[config.mk]
export PLATFORM = sky130hd
export DESIGN_NAME = lcs_cell
export DESIGN_NICKNAME = d
export VERILOG_FILES = /design/src/rtl/lfu_cache_store_core_defines.svh /design/src/rtl/lcs_pkg.sv /design/src/rtl/lcs_cell.sv
export SDC_FILE = /design/constraint.sdc
export NUM_CORES = 1
export LEC_CHECK = 0
export CAP_MARGIN = 20
export CORE_MARGIN = 8
export CORE_UTILIZATION = 55
export DETAILED_ROUTE_END_ITERATION = 8
export DONT_BUFFER_PORTS = 1
export PLACE_DENSITY = 0.75
export SYNTH_ARGS = -nofsm -noshare
export SYNTH_HDL_FRONTEND = slang
export SYNTH_SLANG_ARGS = --single-unit
export TNS_END_PERCENT = 30
[constraint.sdc]
create_clock -name clk -period 4.65 [get_ports clk]
set_input_delay 0.2325 -clock clk [delete_from_list [all_inputs] [get_ports clk]]
set_output_delay 0.2325 -clock clk [all_outputs]
set_load 0.01 [all_outputs]
[src/rtl/lfu_cache_store_core_defines.svh]
// Assertion macros for the LFU cache store; they expect clk and rst_n in scope.
`ifndef LFU_CACHE_STORE_CORE_DEFINES_SVH
`define LFU_CACHE_STORE_CORE_DEFINES_SVH
`ifndef SYNTHESIS
`define LCS_ASSERT_IMPL(lbl, ante, cons) \
  lbl: assert property (@(posedge clk) disable iff (!rst_n) (ante) |-> (cons)) \
    else $error("lfu_cache_store_core: check failed");
`define LCS_ASSERT_NEXT(lbl, ante, cons) \
  lbl: assert property (@(posedge clk) disable iff (!rst_n) (ante) |=> (cons)) \
    else $error("lfu_cache_store_core: check failed");
`else
`define LCS_ASSERT_IMPL(lbl, ante, cons)
`define LCS_ASSERT_NEXT(lbl, ante, cons)
`endif
`endif

[src/rtl/lcs_pkg.sv]
// Shared types and constants of the LFU cache store.
package lcs_pkg;
  localparam int unsigned ENTRIES_DEF    = 16;
  localparam int unsigned KEY_BITS_DEF   = 32;
  localparam int unsigned COUNT_BITS_DEF = 16;
  localparam logic [4:0]  CAP_RESET      = 5'd16;
  localparam logic        MODE_GET       = 1'b0;
  localparam logic        MODE_PUT       = 1'b1;

  typedef struct packed {
    logic        mode;
    logic [31:0] lookup_key;
    logic [31:0] write_value;
  } lcs_in_t;

  typedef struct packed {
    logic        hit;
    logic [31:0] read_value;
    logic        evicted;
    logic [31:0] evicted_key;
  } lcs_out_t;

  // update command broadcast to the row, applied by the addressed cell
  typedef struct packed {
    logic touch;
    logic load;
    logic set_data;
  } lcs_cmd_t;

  // found flags travelling down the chain
  typedef struct packed {
    logic hit;
    logic free;
    logic best;
  } lcs_flags_t;
endpackage

[src/rtl/lcs_cell.sv]
// One entry of the store plus its stage of the search chain.
module lcs_cell #(
  parameter int unsigned KEY_BITS   = 32,
  parameter int unsigned COUNT_BITS = 16,
  parameter int unsigned IDX_W      = 4,
  parameter int unsigned USED_W     = 5,
  parameter int unsigned CELL_IDX   = 0
) (
  input  logic                  clk,
  input  logic                  rst_n,
  input  logic [KEY_BITS-1:0]   key_i,
  input  logic [31:0]           data_i,
  input  logic [31:0]           stamp_i,
  input  lcs_pkg::lcs_cmd_t     cmd_i,
  input  logic [IDX_W-1:0]      cmd_idx_i,
  input  lcs_pkg::lcs_flags_t   flg_i,
  input  logic [IDX_W-1:0]      hit_idx_i,
  input  logic [IDX_W-1:0]      free_idx_i,
  input  logic [IDX_W-1:0]      best_idx_i,
  input  logic [COUNT_BITS-1:0] best_cnt_i,
  input  logic [31:0]           best_age_i,
  input  logic [USED_W-1:0]     used_i,
  output lcs_pkg::lcs_flags_t   flg_o,
  output logic [IDX_W-1:0]      hit_idx_o,
  output logic [IDX_W-1:0]      free_idx_o,
  output logic [IDX_W-1:0]      best_idx_o,
  output logic [COUNT_BITS-1:0] best_cnt_o,
  output logic [31:0]           best_age_o,
  output logic [USED_W-1:0]     used_o,
  output logic [KEY_BITS-1:0]   key_o,
  output logic [31:0]           data_o
);
  import lcs_pkg::*;

  localparam logic [IDX_W-1:0]      MY_IDX    = IDX_W'(CELL_IDX);
  localparam logic [COUNT_BITS-1:0] COUNT_MAX = '1;

  logic                  valid_r;
  logic [KEY_BITS-1:0]   key_r;
  logic [31:0]           data_r;
  logic [COUNT_BITS-1:0] count_r;
  logic [31:0]           stamp_r;

  lcs_flags_t            flg_r, flg_nxt;
  logic [IDX_W-1:0]      hit_idx_r, hit_idx_nxt;
  logic [IDX_W-1:0]      free_idx_r, free_idx_nxt;
  logic [IDX_W-1:0]      best_idx_r, best_idx_nxt;
  logic [COUNT_BITS-1:0] best_cnt_r, best_cnt_nxt;
  logic [31:0]           best_age_r, best_age_nxt;
  logic [USED_W-1:0]     used_r;

  logic        sel;
  logic        match;
  logic        better;
  logic [31:0] age;

  assign sel   = (cmd_idx_i == MY_IDX);
  assign match = valid_r && (key_r == key_i);
  assign age   = stamp_i - stamp_r;
  // strict compare keeps the lower index on a full tie
  assign better = valid_r && (!flg_i.best || (count_r < best_cnt_i) ||
                  ((count_r == best_cnt_i) && (age > best_age_i)));

  always_comb begin
    flg_nxt      = flg_i;
    hit_idx_nxt  = hit_idx_i;
    free_idx_nxt = free_idx_i;
    best_idx_nxt = best_idx_i;
    best_cnt_nxt = best_cnt_i;
    best_age_nxt = best_age_i;
    if (!flg_i.hit && match) begin
      flg_nxt.hit = 1'b1;
      hit_idx_nxt = MY_IDX;
    end
    if (!flg_i.free && !valid_r) begin
      flg_nxt.free = 1'b1;
      free_idx_nxt = MY_IDX;
    end
    if (better) begin
      flg_nxt.best = 1'b1;
      best_idx_nxt = MY_IDX;
      best_cnt_nxt = count_r;
      best_age_nxt = age;
    end
  end

  always_ff @(posedge clk) begin
    if (!rst_n) begin
      valid_r <= 1'b0;
      flg_r   <= '0;
    end else begin
      flg_r <= flg_nxt;
      if (sel && cmd_i.load) begin
        valid_r <= 1'b1;
      end
    end
  end

  always_ff @(posedge clk) begin
    hit_idx_r  <= hit_idx_nxt;
    free_idx_r <= free_idx_nxt;
    best_idx_r <= best_idx_nxt;
    best_cnt_r <= best_cnt_nxt;
    best_age_r <= best_age_nxt;
    used_r     <= used_i + USED_W'(valid_r);
    if (sel && cmd_i.load) begin
      key_r   <= key_i;
      data_r  <= data_i;
      count_r <= COUNT_BITS'(1);
      stamp_r <= stamp_i;
    end else if (sel && cmd_i.touch) begin
      if (count_r != COUNT_MAX) begin
        count_r <= count_r + COUNT_BITS'(1);
      end
      stamp_r <= stamp_i;
      if (cmd_i.set_data) begin
        data_r <= data_i;
      end
    end
  end

  assign flg_o      = flg_r;
  assign hit_idx_o  = hit_idx_r;
  assign free_idx_o = free_idx_r;
  assign best_idx_o = best_idx_r;
  assign best_cnt_o = best_cnt_r;
  assign best_age_o = best_age_r;
  assign used_o     = used_r;
  assign key_o      = key_r;
  assign data_o     = data_r;
endmodule

==> qor.yml <==
outcome: "finished, final reports clean"
cts_buffer_depth: 2
dieArea_sq_um: 20800
p_sw_frac: 0.286
cellPowerDensity_nw_per_um2: 338
ys_warn_count: 0
grt_pass1_vias: 7230
syn_to_final_growth_pct: 27.8
worstMarginPinSlew_ns: 0.587
fin_worst_skew_ns: 0.0133
grtUsageTotal: 0.253
async_flop_share: 0
r2r-end: "best_cnt_o[7]"
critPathRequiredTime_ns: 5.00
gp_congestion: 0.890
grt_pass1_wl_um: 40000
synth_most_common_cell: "inv_1"
cts.sinks: 181
layout.nets: 1281
synth_common_cells: "inv_1 (98), edfxtp_1 (96), dfxtp_1 (85), ha_1 (82), nand2_1 (74)"
cp.arrival_ns: 4.72
reg2reg_slack_ns: 0.28
wl_um: 27700
worstSetupStartpointType: "flop"
ant_nets: 0
slew_viol_final: 0
die_w_um: 144
relSlewSlack: 0.608
antenna_found_initial: 2
synth_edf_count: 96
io_buffers: 0
r2r_cells: 19
yosysTopAreaCellShare: 0.318
dieHeight_um: 144
end_kind: "flop"
synthCells: 853
worstReg2RegStart: "stamp_r[0]"
viasPerCell: 5.68
firstDrtPassIters: 6
synthFlopType: "edfxtp_1"
pwr-share-seq: 0.471
insertion_delay_ns: 0.43
post_drt_wl_per_cell_um: 22.0
fillCellCount: 1133
worstSetupPathType: "flop to flop"
dp_hpwl_um: 18500
grt_max_degree: 67
yosys.area.top_type: "edfxtp_1"
grt_overflow: 0
coreArea_sq_um: 16300
finalSetupViolations: 0
p_clk_frac: 0.364
path_clk_slew_ns: 0.08
postSynthAreaPerCell_sq_um: 10.6
finalPower_w: 0.00392
h-tree-depth: 4
p_int_w: 0.00280
combPwrFrac: 0.164
crit_fanout: 22
numCtsBuffers: 17
cellLeakagePower_nw: 4.76
ys_seq_area_frac: 0.506
setup_tns_ns: 0
drc: 0
critPathCapture: "best_cnt_o[7]"
yosysUniqueCellTypes: 62
ys_ff_latch: 181
hold_violations: 0
clockRootBuffer: "clkbuf_16"
synth.net_count: 1109
syn_area_sq_um: 9070
maxCapViolCount: 0
std_cell_rows: 47
fin_crit_ns: 4.37
start_util: 0.555
drt-initial-drc-count: 410
peakVddDrop_mv: 0.257
ys_top_cells_by_area: "edfxtp_1 (32%), dfxtp_1 (19%), ha_1 (11%)"
fmax_mhz: 229
p_sw_w: 0.00112
min_period_over_period: 0.940
crit_start: "stamp_r[0]"
cts_tree: "built"
layout-drive-gt1-share: 0.0665
pin_count: 305
vias: 7154
hp-class: "primary input to flop"
==> sequential cells by signal, summed over array words and instances, names as in the netlist <==
name,flops
valid_r,1
best_age_o,32
used_o,5
best_cnt_o,16
count_r,16
best_idx_o,4
flg_o,3
data_o,32
key_o,32
stamp_r,32
hit_idx_o,4
free_idx_o,4
==> repair_timing <==
action	CTS	global route
endpoints found under the setup margin	0	49
hold endpoints to repair	154	2
gates resized for setup	0	4
hold buffers	157	2
buffers inserted	0	1
==> worst max-delay path: stages (launching register included) <==
cell and delay, ns:
edfxtp_1 0.33, ha_1 0.17, inv_1 0.06, fa_1 0.41
a21oi_2 0.22, o21ai_1 0.12, a21oi_2 0.24, o21ai_4 0.12
a21oi_2 0.28, a21oi_1 0.14, xor2_1 0.20, ha_1 0.35
nand4_1 0.21, nor4_2 0.34, a21oi_1 0.14, o31ai_4 0.23
clkbuf_16 0.26, buf_4 0.25, nand2_1 0.09, o21ai_0 0.09
==> final cells by class <==
cell class,count,area [sq um],share of cell area
flip-flops and latches,181,4580,0.396
clock inverters,14,150,0.0130
well taps,220,275,0.0237
clock buffers,18,429,0.0370
diodes,2,5.00,0.000432
inverters,98,368,0.0317
multi-input cells,558,4050,0.349
repair buffers,169,1730,0.149
==> worst min-delay path by stage <==
stage	startpoint	endpoint	slack, ns	cells after the start
2_1_floorplan	used_i[2]	used_o[2]	0.33	1
3_3_place_gp	used_i[4]	used_o[4]	0.33	1
3_5_place_dp	data_i[19]	data_o[19]	0.33	0
4_1_cts	flg_i[1]	free_idx_o[3]	0.0003	2
5_1_grt	used_i[1]	used_o[3]	0.006	2
6_report	flg_i[1]	free_idx_o[2]	0.002	2
==> through the flow <==
step                      setup WS (ns)  cells  hold slack (ns)  utilization  instance area, sq um
after floorplan                   0.733    853            0.329            -                  9070
after global placement            0.253   1062            0.331        0.569                  9310
after detailed placement          0.126   1064            0.331        0.573                  9370
after CTS                        0.0899   1253         0.000334        0.704                 11500
after global routing            -0.0144   1260          0.00590        0.709                 11600
final                             0.281   1260          0.00202        0.709                 11600
==> cells in the final DEF (no fill, tap or decap), types with 18 or more instances in the layout <==
| master | n |
|---|---|
| xor2_1 | 27 |
| xnor2_1 | 51 |
| nand2_1 | 74 |
| dlygate4sd3_1 | 159 |
| clkbuf_16 | 18 |
| o21ai_0 | 50 |
| dfxtp_1 | 85 |
| nor2_1 | 35 |
| inv_1 | 98 |
| ha_1 | 82 |
| nand4_1 | 26 |
| nand3_1 | 18 |
| edfxtp_1 | 96 |
| a21oi_1 | 55 |
==> kinds of logic (layout without fill, tap and decap cells) <==
group / after synthesis / count (layout) / synth area share
flops: 181 / 181 / 0.506
simple gates: 207 / 207 / 0.111
xor+xnor: 78 / 78 / 0.0754
buf+inv: 114 / 299 / 0.0495
fa+ha+maj: 83 / 83 / 0.115
compound gates: 174 / 174 / 0.123
other cells: 0 / 2 / 0
mux: 16 / 16 / 0.0200
==> layer usage <==
| metal | up-vias | wire length (um) | track usage |
|---|---|---|---|
| met5 | - | 0 | 0 |
| met1 | 3396 | 9830 | 0.268 |
| met2 | 317 | 14300 | 0.454 |
| met4 | 0 | 970 | 0.118 |
| met3 | 69 | 2590 | 0.0749 |
| li1 | 3372 | - | - |
==> power groups by stage <==
stage | Clock (W) | Sequential [W] | Combinational (W)
2_1_floorplan | 0 | 0.00186 | 0.000396
3_3_place_gp | 0 | 0.00188 | 0.000489
3_5_place_dp | 0 | 0.00189 | 0.000504
4_1_cts | 0.00144 | 0.00185 | 0.000621
5_1_grt | 0.00152 | 0.00186 | 0.000713
6_report | 0.00143 | 0.00185 | 0.000644
Power figures use the tool's default switching activity.
